`src/design/bzseq_pkg.sv`:
```
// ----------------------------------------------------------------------------
// Buzzer sequencer package
// Types, command codes and the built-in pattern ROM.
// ----------------------------------------------------------------------------
package bzseq_pkg;

   // command codes
   localparam logic [1:0] ACT_START = 2'd0;
   localparam logic [1:0] ACT_PLAY  = 2'd1;
   localparam logic [1:0] ACT_STOP  = 2'd2;
   localparam logic [1:0] ACT_TICK  = 2'd3;

   // sound ids
   localparam logic [1:0] SND_SHORT   = 2'd0;
   localparam logic [1:0] SND_CONFIRM = 2'd1;
   localparam logic [1:0] SND_ALARM   = 2'd2;
   localparam logic [1:0] SND_INVALID = 2'd3;

   // buzzer kinds
   localparam logic KIND_ACTIVE  = 1'b0;
   localparam logic KIND_PASSIVE = 1'b1;

   // status codes
   localparam logic STAT_OK      = 1'b0;
   localparam logic STAT_BAD_ARG = 1'b1;

   // register indexes (word address)
   localparam logic [1:0] REG_KIND  = 2'd0;
   localparam logic [1:0] REG_LEVEL = 2'd1;
   localparam logic [1:0] REG_DUTY  = 2'd2;

   localparam int unsigned ADDR_W   = 4;
   localparam int unsigned SEG_IDX_W = 3;
   localparam logic [6:0]  DUTY_RESET = 7'd50;
   localparam logic [6:0]  DUTY_MAX   = 7'd100;
   localparam logic [6:0]  DUTY_MIN   = 7'd1;

   typedef struct packed {
      logic        kind;
      logic        on_level;
      logic [6:0]  duty_percent;
   } cfg_type;

   typedef struct packed {
      logic [1:0]  action;
      logic [15:0] tone_frequency;
      logic [31:0] tone_duration;
      logic [1:0]  sound_id;
      logic [31:0] now_ms;
   } req_item_type;

   typedef struct packed {
      logic        status;
      logic        playing;
      logic        pin_level;
      logic        tone_on;
      logic [15:0] tone_frequency_out;
      logic [6:0]  tone_duty;
   } rsp_item_type;

   typedef struct packed {
      logic [15:0] freq;
      logic [31:0] len;
   } seg_type;

   // segments per pattern
   function automatic logic [2:0] rom_count(input logic [1:0] sel);
      logic [2:0] n;
      case (sel)
         SND_SHORT:   n = 3'd1;
         SND_CONFIRM: n = 3'd3;
         SND_ALARM:   n = 3'd5;
         default:     n = 3'd0;
      endcase
      return n;
   endfunction

   // pattern ROM; rows past a pattern's end are empty
   function automatic seg_type rom_seg(input logic [1:0] sel,
                                       input logic [SEG_IDX_W-1:0] idx);
      seg_type s;
      s = '{freq: 16'd0, len: 32'd0};
      case (sel)
         SND_SHORT: begin
            case (idx)
               3'd0:    s = '{freq: 16'd2000, len: 32'd80};
               default: s = '{freq: 16'd0, len: 32'd0};
            endcase
         end
         SND_CONFIRM: begin
            case (idx)
               3'd0:    s = '{freq: 16'd1800, len: 32'd100};
               3'd1:    s = '{freq: 16'd0,    len: 32'd80};
               3'd2:    s = '{freq: 16'd2200, len: 32'd120};
               default: s = '{freq: 16'd0, len: 32'd0};
            endcase
         end
         SND_ALARM: begin
            case (idx)
               3'd0:    s = '{freq: 16'd2500, len: 32'd180};
               3'd1:    s = '{freq: 16'd0,    len: 32'd100};
               3'd2:    s = '{freq: 16'd2500, len: 32'd180};
               3'd3:    s = '{freq: 16'd0,    len: 32'd100};
               3'd4:    s = '{freq: 16'd2500, len: 32'd300};
               default: s = '{freq: 16'd0, len: 32'd0};
            endcase
         end
         default: s = '{freq: 16'd0, len: 32'd0};
      endcase
      return s;
   endfunction

endpackage

```
`src/design/bzseq_csr.sv`:
```
// ----------------------------------------------------------------------------
// Buzzer sequencer register file
// APB-style write/read of buzzer kind, active level and PWM duty.
// ----------------------------------------------------------------------------
module bzseq_csr (
   input  logic                        clock,
   input  logic                        reset,
   input  logic                        csr_psel,
   input  logic                        csr_penable,
   input  logic                        csr_pwrite,
   input  logic [bzseq_pkg::ADDR_W-1:0] csr_paddr,
   input  logic [31:0]                 csr_pwdata,
   output logic [31:0]                 csr_prdata,
   output logic                        csr_pready,
   output bzseq_pkg::cfg_type          cfg
);
   import bzseq_pkg::*;

   logic       kind_ff;
   logic       level_ff;
   logic [6:0] duty_ff;
   logic       wr_en;
   logic [1:0] reg_idx;

   assign csr_pready = 1'b1;
   assign wr_en      = csr_psel & csr_penable & csr_pwrite & csr_pready;
   assign reg_idx    = csr_paddr[3:2];

   // register writes
   always_ff @(posedge clock) begin
      if (reset) begin
         kind_ff  <= KIND_ACTIVE;
         level_ff <= 1'b1;
         duty_ff  <= DUTY_RESET;
      end else if (wr_en) begin
         case (reg_idx)
            REG_KIND:  kind_ff  <= csr_pwdata[0];
            REG_LEVEL: level_ff <= csr_pwdata[0];
            REG_DUTY:  duty_ff  <= csr_pwdata[6:0];
            default:   ;
         endcase
      end
   end

   // read mux
   always_comb begin
      case (reg_idx)
         REG_KIND:  csr_prdata = {31'd0, kind_ff};
         REG_LEVEL: csr_prdata = {31'd0, level_ff};
         REG_DUTY:  csr_prdata = {25'd0, duty_ff};
         default:   csr_prdata = 32'd0;
      endcase
   end

   assign cfg = '{kind: kind_ff, on_level: level_ff, duty_percent: duty_ff};

endmodule

```
`src/design/bzseq_core.sv`:
```
// ----------------------------------------------------------------------------
// Buzzer sequencer core
// Sequencer state and the single-pass command logic that updates it.
// ----------------------------------------------------------------------------
module bzseq_core #(
   parameter int unsigned MAX_SEGMENTS = 5
) (
   input  logic                    clock,
   input  logic                    reset,
   input  logic                    step,
   input  bzseq_pkg::req_item_type item,
   input  bzseq_pkg::cfg_type      cfg,
   output bzseq_pkg::rsp_item_type result
);
   import bzseq_pkg::*;

   localparam logic [3:0] MaxSegW = 4'(MAX_SEGMENTS);

   // sequencer state
   logic                 playing_ff, playing_in;
   logic [31:0]          start_ff, start_in;
   logic [31:0]          len_ff, len_in;
   logic [15:0]          freq_ff, freq_in;
   logic [1:0]           pat_ff, pat_in;
   logic [SEG_IDX_W-1:0] idx_ff, idx_in;
   logic                 pin_ff, pin_in;
   logic                 tone_ff, tone_in;

   logic                 status;
   logic [31:0]          elapsed;
   logic                 expired;
   logic [2:0]           cnt;
   logic [3:0]           plen;
   logic                 more_segs;
   logic                 do_seg;
   logic                 do_stop;
   logic [1:0]           seg_sel;
   logic [SEG_IDX_W-1:0] seg_idx;
   seg_type              seg;
   logic [6:0]           duty;

   // segment timing
   assign elapsed = item.now_ms - start_ff;
   assign expired = playing_ff && (len_ff != 32'd0) && (elapsed >= len_ff);

   // pattern length, cut to MAX_SEGMENTS
   assign cnt       = rom_count(pat_ff - 2'd1);
   assign plen      = (4'(cnt) > MaxSegW) ? MaxSegW : 4'(cnt);
   assign more_segs = (pat_ff != 2'd0) && ((4'(idx_ff) + 4'd1) < plen);

   // command decode and next state
   always_comb begin
      playing_in = playing_ff;
      start_in   = start_ff;
      len_in     = len_ff;
      freq_in    = freq_ff;
      pat_in     = pat_ff;
      idx_in     = idx_ff;
      pin_in     = pin_ff;
      tone_in    = tone_ff;
      status     = STAT_OK;
      do_seg     = 1'b0;
      do_stop    = 1'b0;
      seg_sel    = item.sound_id;
      seg_idx    = '0;

      case (item.action)
         ACT_START: begin
            if (cfg.kind == KIND_PASSIVE && item.tone_frequency == 16'd0) begin
               status = STAT_BAD_ARG;
            end else begin
               if (cfg.kind == KIND_ACTIVE) begin
                  pin_in  = cfg.on_level;
                  freq_in = 16'd0;
               end else begin
                  tone_in = 1'b1;
                  freq_in = item.tone_frequency;
               end
               start_in   = item.now_ms;
               len_in     = item.tone_duration;
               playing_in = 1'b1;
               pat_in     = 2'd0;
               idx_in     = '0;
            end
         end
         ACT_PLAY: begin
            if (item.sound_id == SND_INVALID) begin
               status = STAT_BAD_ARG;
            end else begin
               pat_in  = item.sound_id + 2'd1;
               idx_in  = '0;
               do_seg  = 1'b1;
               seg_sel = item.sound_id;
               seg_idx = '0;
            end
         end
         ACT_STOP: begin
            do_stop = 1'b1;
         end
         default: begin
            // time tick: advance to the next segment or finish
            if (expired) begin
               if (more_segs) begin
                  idx_in  = idx_ff + 1'b1;
                  do_seg  = 1'b1;
                  seg_sel = pat_ff - 2'd1;
                  seg_idx = idx_ff + 1'b1;
               end else begin
                  do_stop = 1'b1;
               end
            end
         end
      endcase

      seg = rom_seg(seg_sel, seg_idx);

      // start a pattern segment; silent ones keep the old frequency
      if (do_seg) begin
         if (seg.freq == 16'd0) begin
            if (cfg.kind == KIND_ACTIVE) pin_in = ~cfg.on_level;
            else tone_in = 1'b0;
         end else if (cfg.kind == KIND_ACTIVE) begin
            pin_in  = cfg.on_level;
            freq_in = 16'd0;
         end else begin
            tone_in = 1'b1;
            freq_in = seg.freq;
         end
         start_in   = item.now_ms;
         len_in     = seg.len;
         playing_in = 1'b1;
      end

      // stop everything
      if (do_stop) begin
         if (cfg.kind == KIND_ACTIVE) pin_in = ~cfg.on_level;
         else tone_in = 1'b0;
         playing_in = 1'b0;
         freq_in    = 16'd0;
         len_in     = 32'd0;
         pat_in     = 2'd0;
         idx_in     = '0;
      end
   end

   // duty clamp to 1..100
   always_comb begin
      duty = cfg.duty_percent;
      if (duty == 7'd0) duty = DUTY_MIN;
      if (duty > DUTY_MAX) duty = DUTY_MAX;
   end

   assign result = '{
      status:             status,
      playing:            playing_in,
      pin_level:          pin_in,
      tone_on:            tone_in,
      tone_frequency_out: tone_in ? freq_in : 16'd0,
      tone_duty:          tone_in ? duty : 7'd0
   };

   // state update, one command per step
   always_ff @(posedge clock) begin
      if (reset) begin
         playing_ff <= 1'b0;
         start_ff   <= 32'd0;
         len_ff     <= 32'd0;
         freq_ff    <= 16'd0;
         pat_ff     <= 2'd0;
         idx_ff     <= '0;
         pin_ff     <= 1'b0;
         tone_ff    <= 1'b0;
      end else if (step) begin
         playing_ff <= playing_in;
         start_ff   <= start_in;
         len_ff     <= len_in;
         freq_ff    <= freq_in;
         pat_ff     <= pat_in;
         idx_ff     <= idx_in;
         pin_ff     <= pin_in;
         tone_ff    <= tone_in;
      end
   end

endmodule

```
`src/design/buzzer_tone_pattern_sequencer.sv`:
```
// ----------------------------------------------------------------------------
// Buzzer tone and pattern sequencer
// Stream front end, command core and register port of the buzzer controller.
// ----------------------------------------------------------------------------
// Takes one command beat per clock (start tone, play built-in sound, stop,
// time tick) while results are taken, and returns exactly one result beat
// for each, in order. A beat passes an input register, one pass of command
// logic that also updates the sequencer state, and a result register. While
// a result waits on rsp_tready the input register holds one more beat, then
// req_tready drops until the result is taken.
// Registers (kind, active level, duty) are written through the csr_ port;
// the user must write them only while no command is in flight, which the
// block itself does not enforce. They need no init sequence after reset.
module buzzer_tone_pattern_sequencer #(
   parameter int unsigned MAX_SEGMENTS = 5
) (
   input  logic        clock,
   input  logic        reset,
   // command stream
   input  logic        req_tvalid,
   output logic        req_tready,
   // tdata: tone_frequency[15:0], tone_duration[47:16], sound_id[49:48],
   //        now_ms[81:50], zero[87:82]
   input  logic [87:0] req_tdata,
   // tuser: action[1:0]
   input  logic [1:0]  req_tuser,
   // result stream
   output logic        rsp_tvalid,
   input  logic        rsp_tready,
   // tdata: playing[0], pin_level[1], tone_on[2], tone_frequency_out[18:3],
   //        tone_duty[25:19], zero[31:26]
   output logic [31:0] rsp_tdata,
   // tuser: status[0]
   output logic        rsp_tuser,
   // register port
   input  logic        csr_psel,
   input  logic        csr_penable,
   input  logic        csr_pwrite,
   input  logic [bzseq_pkg::ADDR_W-1:0] csr_paddr,
   input  logic [31:0] csr_pwdata,
   output logic [31:0] csr_prdata,
   output logic        csr_pready
);
   import bzseq_pkg::*;

   cfg_type      cfg;
   logic         in_valid_ff;
   req_item_type in_item_ff;
   logic         out_valid_ff;
   rsp_item_type out_item_ff;
   rsp_item_type result;
   logic         advance;

   bzseq_csr u_csr (
      .clock       (clock),
      .reset       (reset),
      .csr_psel    (csr_psel),
      .csr_penable (csr_penable),
      .csr_pwrite  (csr_pwrite),
      .csr_paddr   (csr_paddr),
      .csr_pwdata  (csr_pwdata),
      .csr_prdata  (csr_prdata),
      .csr_pready  (csr_pready),
      .cfg         (cfg)
   );

   // move a command into the core when the result slot frees up
   assign advance    = in_valid_ff && (!out_valid_ff || rsp_tready);
   assign req_tready = !in_valid_ff || advance;

   // input register
   always_ff @(posedge clock) begin
      if (reset) begin
         in_valid_ff <= 1'b0;
      end else if (req_tready) begin
         in_valid_ff <= req_tvalid;
      end
   end

   always_ff @(posedge clock) begin
      if (req_tready && req_tvalid) begin
         in_item_ff <= '{
            action:         req_tuser,
            tone_frequency: req_tdata[15:0],
            tone_duration:  req_tdata[47:16],
            sound_id:       req_tdata[49:48],
            now_ms:         req_tdata[81:50]
         };
      end
   end

   bzseq_core #(
      .MAX_SEGMENTS (MAX_SEGMENTS)
   ) u_core (
      .clock  (clock),
      .reset  (reset),
      .step   (advance),
      .item   (in_item_ff),
      .cfg    (cfg),
      .result (result)
   );

   // result register
   always_ff @(posedge clock) begin
      if (reset) begin
         out_valid_ff <= 1'b0;
      end else if (!out_valid_ff || rsp_tready) begin
         out_valid_ff <= in_valid_ff;
      end
   end

   always_ff @(posedge clock) begin
      if (advance) begin
         out_item_ff <= result;
      end
   end

   assign rsp_tvalid = out_valid_ff;
   assign rsp_tuser  = out_item_ff.status;
   assign rsp_tdata  = {6'd0, out_item_ff.tone_duty, out_item_ff.tone_frequency_out,
                        out_item_ff.tone_on, out_item_ff.pin_level, out_item_ff.playing};

endmodule

```
`config.mk`:
```
export PLATFORM = sky130hd
export DESIGN_NAME = buzzer_tone_pattern_sequencer
export DESIGN_NICKNAME = d
export VERILOG_FILES = /design/src/design/bzseq_pkg.sv /design/src/design/bzseq_csr.sv /design/src/design/bzseq_core.sv /design/src/design/buzzer_tone_pattern_sequencer.sv
export SDC_FILE = /design/constraint.sdc
export NUM_CORES = 1
export LEC_CHECK = 0
export BUFFER_PORTS_ARGS = -buffer_cell sky130_fd_sc_hd__buf_2
export CAP_MARGIN = 15
export CORE_ASPECT_RATIO = 1.1
export CORE_MARGIN = 2
export CORE_UTILIZATION = 61
export DETAILED_ROUTE_END_ITERATION = 16
export HOLD_SLACK_MARGIN = 0.02
export PLACE_DENSITY_LB_ADDON = 0.3
export SETUP_SLACK_MARGIN = 0.5
export SKIP_CTS_REPAIR_TIMING = 1
export SYNTH_ARGS = -nofsm -noshare
export SYNTH_HDL_FRONTEND = slang
export SYNTH_HIERARCHICAL = 1
export SYNTH_SLANG_ARGS = --single-unit
```
`constraint.sdc`:
```
create_clock -name clock -period 9.1 [get_ports clock]
set_input_delay 1.82 -clock clock [delete_from_list [all_inputs] [get_ports clock]]
set_output_delay 1.82 -clock clock [all_outputs]
set_load 0.02 [all_outputs]
```
Yosys cells after proc, flatten, opt, wreduce, memory -nomap -nowiden
Cells that the tools add are included.
{"block": "classes", "add_sub_neg": 5, "order_cmp": 4, "n_eq_ne": 18, "mux": 71, "n_bitwise": 4, "n_reduce_logical": 38}
{"cell": "case mux 44 bit (3 select lines)", "n": 2}
{"cell": "2-to-1 mux 32 bit", "n": 7}
{"cell": "case mux 48 bit (3 select lines)", "n": 1}
{"cell": "2-to-1 mux 16 bit", "n": 7}
{"cell": "2-to-1 mux 43 bit", "n": 1}
{"cell": ">= comparator 32 bit", "n": 1}
{"cell": "zero test 16 bit", "n": 2}
{"cell": "nonzero test 32 bit", "n": 1}
{"cell": "subtractor 32 bit", "n": 1}
{"cell": "2-to-1 mux 1 bit", "n": 29}
{"cell": "2-to-1 mux 3 bit", "n": 9}
{"cell": "case mux 7 bit (3 select lines)", "n": 1}
{"cell": "case mux 3 bit (3 select lines)", "n": 2}
{"cell": "2-to-1 mux 7 bit", "n": 2}
{"cell": "2-to-1 mux 2 bit", "n": 6}
{"cell": "equality test 2 bit, second input constant", "n": 5}
{"cell": "OR reduction 2 bit", "n": 5}
{"cell": "equality test 2 x 1 -> 1 bit, second input constant", "n": 4}
{"cell": "zero test 2 bit", "n": 4}
{"cell": "nonzero test 4 bit", "n": 2}
{"cell": "> comparator 7 bit, second input constant", "n": 1}
{"cell": "zero test 7 bit", "n": 1}
{"cell": "equality test 3 x 2 -> 1 bit, second input constant", "n": 2}
{"cell": "logical AND 1 bit", "n": 6}
{"cell": "25 further kinds", "n": 38}
{"block": "totals", "regBits": 210, "inputBits": 133, "output_inout_bits": 68, "wordCells": 165}

Longest topological paths before layout
{"block": "logic_depth", "word_depth": 21, "depth_mapped": 28, "mapped_depth_nobuf": 26}

Cells and area by module
Netlist, hierarchy kept.
{"module": "bzseq_core", "instances": 1, "cells_each": 888, "area_per_inst_um2": 6715.2, "seq_area_each_um2": 1761.7}
{"module": "buzzer_tone_pattern_sequencer", "instances": 1, "cells_each": 128, "area_per_inst_um2": 3485.8, "seq_area_each_um2": 3373.2}
{"module": "bzseq_csr", "instances": 1, "cells_each": 81, "area_per_inst_um2": 688.2, "seq_area_each_um2": 180.2}

Worst setup path before layout
No wires, ideal clock.
{"block": "synth_path", "path_kind": "reg-to-reg", "start": "register in_item_ff[1] (netlist bit)", "end": "register out_item_ff, in the netlist rsp_tdata[1], data pin", "setup_time_ps": 251, "arrival_ps": 5024, "t_required_ps": 8849, "path_slack_ps": 3825, "stages_incl_launch_ff": 24, "n_path_buf": 1, "period_less_slack_ps": 5275, "path_cell_list": "edfxtp_1 ha_1 nor2b_1 o31a_1 o31ai_1 nand2_1 a2111o_1 a31oi_1 a21oi_1 a211o_1 a21oi_1 xnor2_1 ha_1 nand4_1 nor4_1 o21ai_0 a21oi_1 a21oi_4 nor2_4 mux2_2 and4b_1 nor3_1 o22ai_1 buf_4"}
{"block": "synth_between", "elab_chain_cells": 14, "elab_cells_between_ends": 30, "cone_classes": "add/sub: 1; order compare: 1; eq/ne: 6; mux: 16; reduce/logical: 6"}
{"element": "from (decl)", "line": "buzzer_tone_pattern_sequencer.sv:48", "text": "req_item_type in_item_ff;"}
{"element": "from (signal assigned)", "line": "buzzer_tone_pattern_sequencer.sv:82", "text": "in_item_ff <= '{"}
{"element": "subtractor 32 bit (*)", "line": "bzseq_core.sv:43", "text": "assign elapsed = item.now_ms - start_ff;"}
{"element": ">= comparator 32 bit (*)", "line": "bzseq_core.sv:44", "text": "assign expired = playing_ff && (len_ff != 32'd0) && (elapsed >= len_ff);"}
{"element": "logical AND 1 bit (*)", "line": "bzseq_core.sv:44"}
{"element": "2-to-1 mux 3 bit", "line": "bzseq_core.sv:102", "text": "if (expired) begin"}
{"element": "2-to-1 mux 3 bit"}
{"element": "equality test 3 x 1 -> 1 bit (tied with other cells)", "line": "bzseq_pkg.sv:91, bzseq_pkg.sv:99"}
{"element": "OR reduction 2 bit (no line)"}
{"element": "case mux 44 bit (3 select lines)", "line": "bzseq_pkg.sv:99", "text": "case (idx)"}
{"element": "case mux 48 bit (3 select lines)", "line": "bzseq_pkg.sv:83", "text": "case (sel)"}
{"element": "zero test 16 bit", "line": "bzseq_core.sv:119", "text": "if (seg.freq == 16'd0) begin"}
{"element": "2-to-1 mux 1 bit", "line": "bzseq_core.sv:119"}
{"element": "2-to-1 mux 1 bit", "line": "bzseq_core.sv:118", "text": "if (do_seg) begin"}
{"element": "2-to-1 mux 1 bit", "line": "bzseq_core.sv:136", "text": "if (cfg.kind == KIND_ACTIVE) pin_in = ~cfg.on_level;"}
{"element": "2-to-1 mux 1 bit (*)", "line": "bzseq_core.sv:135", "text": "if (do_stop) begin"}
{"element": "named net u_core.pin_in", "line": "bzseq_core.sv:26", "text": "logic pin_ff, pin_in;"}
{"element": "to (signal assigned)", "line": "buzzer_tone_pattern_sequencer.sv:114", "text": "out_item_ff <= result;"}
{"element": "to (decl)", "line": "buzzer_tone_pattern_sequencer.sv:50", "text": "rsp_item_type out_item_ff;"}
The timed path passes the listed nets; every way through them passes the cells marked *.
A chain may end at the register's enable or synchronous reset.

Worst setup path in the final report
{"block": "layout_path", "start": "register in_item_ff[0] (netlist bit)", "end": "register u_core.pat_ff[0]"}
{"block": "layout_between", "elab_chain_cells": 7, "elab_cells_between_ends": 10, "cone_classes": "add/sub: 1; order compare: 1; eq/ne: 2; mux: 3; reduce/logical: 3"}
{"element": "subtractor 32 bit (*)", "line": "bzseq_core.sv:43"}
{"element": ">= comparator 32 bit (*)", "line": "bzseq_core.sv:44"}
{"element": "logical AND 1 bit (*)", "line": "bzseq_core.sv:44"}
{"element": "2-to-1 mux 1 bit (*)", "line": "bzseq_core.sv:102"}
{"element": "case mux 1 bit (2 select lines) (*)", "line": "bzseq_core.sv:67", "text": "case (item.action)"}
{"element": "!= test 3 x 2 -> 1 bit (no line) or nonzero test 3 bit (tied branches)"}
{"element": "AND reduction 4 bit (no line)"}
{"element": "to (signal assigned)", "line": "bzseq_core.sv:178", "text": "pat_ff <= pat_in;"}
{"element": "to (decl)", "line": "bzseq_core.sv:24", "text": "logic [1:0] pat_ff, pat_in;"}
Every way passes the cells marked *; elsewhere a longest branch is shown, timed or not.

==> results.yml <==
run_status:
  status: "complete, no violations"
placement:
  placed_area_um2: 11530
  port_buffers: 135
  dp_cells: 1420
  hpwl_um: 15930
  place_ws_ns: 2.518
  globalplace.congestion: 0.8655
sta:
  rsz0062_at_grt: "false"
  fin_skew_ns: 0.02327
  tns_ns: 0
  max_freq_ghz: 0.1507
  setup_viol: 0
  finalMaxSlewViolations: 0
  whs_ns: 0.4522
  fin_crit_ns: 6.637
  final_hold_viol_count: 0
  period_share_pct: 72.93
  slew_headroom_pct: 22.87
  fin_ws_ns: 2.463
  tightest_slew_ns: 1.157
global_routing:
  grt_max_degree: 109
  grt_pass1_vias: 7769
  grt_first_pass_wirelength_um: 37610
  gr-total-overflow: 0
  grt_usage_pct: 24.20
  antenna_found_initial: 0
worst_setup_path:
  worstPathRequired_ns: 9.56
  slowest_stage: "o22ai_2"
  worst_setup_path_end_kind: "flip-flop"
  cp-start-kind: "flip-flop"
  crit_family: "compound AO/OA/AOI/OAI gates"
  r2r_slack_ns: 2.46
  cp_common_cell: "a21oi_1"
  crit_buf_inv: 3
  worstPathMaxFanout: 22
  max_stage_delay_ns: 0.74
  crit_arrival_ns: 7.10
  critical_path_class: "reg2reg"
cells_and_area:
  fin_nets: 1412
  regArea_um2: 5315
  utilization_pct: 69.79
  num_antenna_cells: 0
  syn2layout_area_growth_pct: 12.88
  layout_common_cells: "134 x buf_2, 111 x edfxtp_1, 101 x a21oi_1, 100 x nand2_1, 99 x dfxtp_1"
  multi_input_area_um2: 4918
  drive_gt1_share_pct: 16.49
  final_cells: 1463
  layout.cells.most_common: "buf_2"
  design_area_um2: 12290
  nFillCells: 1397
floorplan:
  start_util_pct: 61.83
  core.rowCount: 51
  die_h_um: 144.1
  coreArea_um2: 17610
  ios: 201
  die_x_um: 131.4
  die_area_um2: 18940
route:
  wl_met3_um: 1565
  vias: 8260
  postRouteAntennaNets: 0
  drc: 0
  wire_per_inst_um: 15.85
  dr.pass1.iters: 5
  wl_met2_um: 11340
  viasPerCell: 5.646
  first_iter_violations: 607
  top_layer_used: "met4"
  wl_met1_um: 9877
  totalWireLength_um: 23190
pwr:
  p_switching_mw: 0.5816
  power_mw: 2.270
  p_seq_share_pct: 46.8
  power.density_nw_per_um2: 184.7
  clock_power_share_pct: 39.9
  switching_share_pct: 25.62
  worst_ir_drop_vdd_mv: 0.1874
  intPower_mw: 1.689
  leakagePower_nw: 4.680
  comb_power_share_pct: 13.3
synth:
  synth_area_um2: 10890
  syn_inst: 1097
  syn_area_per_cell_um2: 9.926
  synth_flop_cell: "edfxtp_1"
  synth_cell_type_count: 72
  synth-edff-count: 111
  async_reset_ff_share_pct: 0
  yosys_warnings: 6
  synth-seq-cells: 210
  yosysSeqAreaShare_pct: 48.81
run:
  max_cap_viol_count: 0
clocking:
  clockBufferDepth: 3
  clkTransAtPathRegs_ns: 0.07
  clk_latency_ns: 0.54
  clock-sinks: 210
  numCtsBuffers: 23
  h-tree-depth: 1
  cts-root-buf: "clkbuf_16"
  cts_tree: "done"
min_path:
  min_path_type: "reg2reg"
-- synthesized netlist by cell type (9+ instances only) --
| master | n | share of area (%) |
|---|---|---|
| nand4_1 | 9 | 0.52 |
| edfxtp_1 | 111 | 31 |
| xor2_1 | 11 | 0.88 |
| a22oi_1 | 49 | 3.4 |
| nand2_1 | 100 | 3.4 |
| nand3_1 | 9 | 0.41 |
| dfxtp_1 | 99 | 18 |
| mux2i_1 | 13 | 1.2 |
| and2_1 | 13 | 0.75 |
| a21o_1 | 19 | 1.3 |
| nor2_1 | 89 | 3.1 |
| inv_1 | 77 | 2.7 |
| buf_4 | 41 | 2.8 |
| xnor2_1 | 23 | 1.8 |
| o21ai_0 | 33 | 1.5 |
| a21oi_1 | 102 | 4.7 |
| nor4_1 | 17 | 0.98 |
| nand2b_1 | 22 | 1.3 |
| buf_2 | 13 | 0.60 |
| ha_1 | 70 | 8.0 |
| clkbuf_1 | 26 | 0.90 |
| nor3_1 | 23 | 1.1 |
| and3_1 | 13 | 0.75 |
-- power groups by stage --
stage	sequential, mW	combinational, mW	clock, mW
after global placement	1.08	0.289	0
final	1.06	0.301	0.905
after CTS	1.06	0.300	0.924
after detailed placement	1.08	0.298	0
after floorplan	1.08	0.232	0
after global routing	1.07	0.341	0.963
-- sequential cells by signal, indices dropped and copies added (netlist names) --
| register | cells |
|---|---|
| in_item_ff | 84 |
| in_valid_ff | 1 |
| rsp_tdata | 26 |
| rsp_tuser | 1 |
| rsp_tvalid | 1 |
| u_core/freq_ff | 16 |
| u_core/idx_ff | 3 |
| u_core/len_ff | 32 |
| u_core/pat_ff | 2 |
| u_core/pin_ff | 1 |
| u_core/playing_ff | 1 |
| u_core/start_ff | 32 |
| u_core/tone_ff | 1 |
| u_csr/duty_ff | 7 |
| u_csr/kind_ff | 1 |
| u_csr/level_ff | 1 |
-- layer usage --
metal  up-vias  track usage (%)
li1       4084                -
met1      3860            31.11
met2       280            42.49
met3        36            4.697
met4         0            6.121
met5         -                0
-- cells by family after synthesis --
group,after synthesis,share of synthesized area [%]
simple gates,324,14.28
compound gates,278,17.10
flops,210,48.81
buf+inv,161,7.250
fa+ha+maj,72,8.319
xor+xnor,34,2.735
mux,15,1.402
other cells,3,0.1034
-- final timing paths --
kind / startpoint / cells after the start / endpoint
hold / removal: u_core/start_ff[28]$_SDFFE_PP0P_ / 2 / u_core/start_ff[28]$_SDFFE_PP0P_
setup reg to reg: in_item_ff[0]$_DFFE_PP_ / 26 / u_core/pat_ff[0]$_SDFFE_PP0P_
hold reg to reg: u_core/start_ff[28]$_SDFFE_PP0P_ / 2 / u_core/start_ff[28]$_SDFFE_PP0P_
setup / recovery: in_item_ff[0]$_DFFE_PP_ / 26 / u_core/pat_ff[0]$_SDFFE_PP0P_
-- worst reg2reg max path: cells and delay by family, from the launching register on --
kind | cells | cell delay [ns]
compound gates | 15 | 3.63
simple gates | 4 | 1.11
fa+ha+maj | 3 | 0.87
buf+inv | 3 | 0.46
flops | 1 | 0.39
xor+xnor | 1 | 0.11
-- cell type report --
cell class | instances | area share [%]
Inverter | 79 | 2.412
Clock inverter | 14 | 1.150
Tap cell | 238 | 2.423
Timing Repair Buffer | 139 | 5.924
Sequential cell | 210 | 43.24
Multi-Input combinational cell | 755 | 40.01
Clock buffer | 28 | 4.835
No activity file was read; power rests on OpenSTA's default activity.
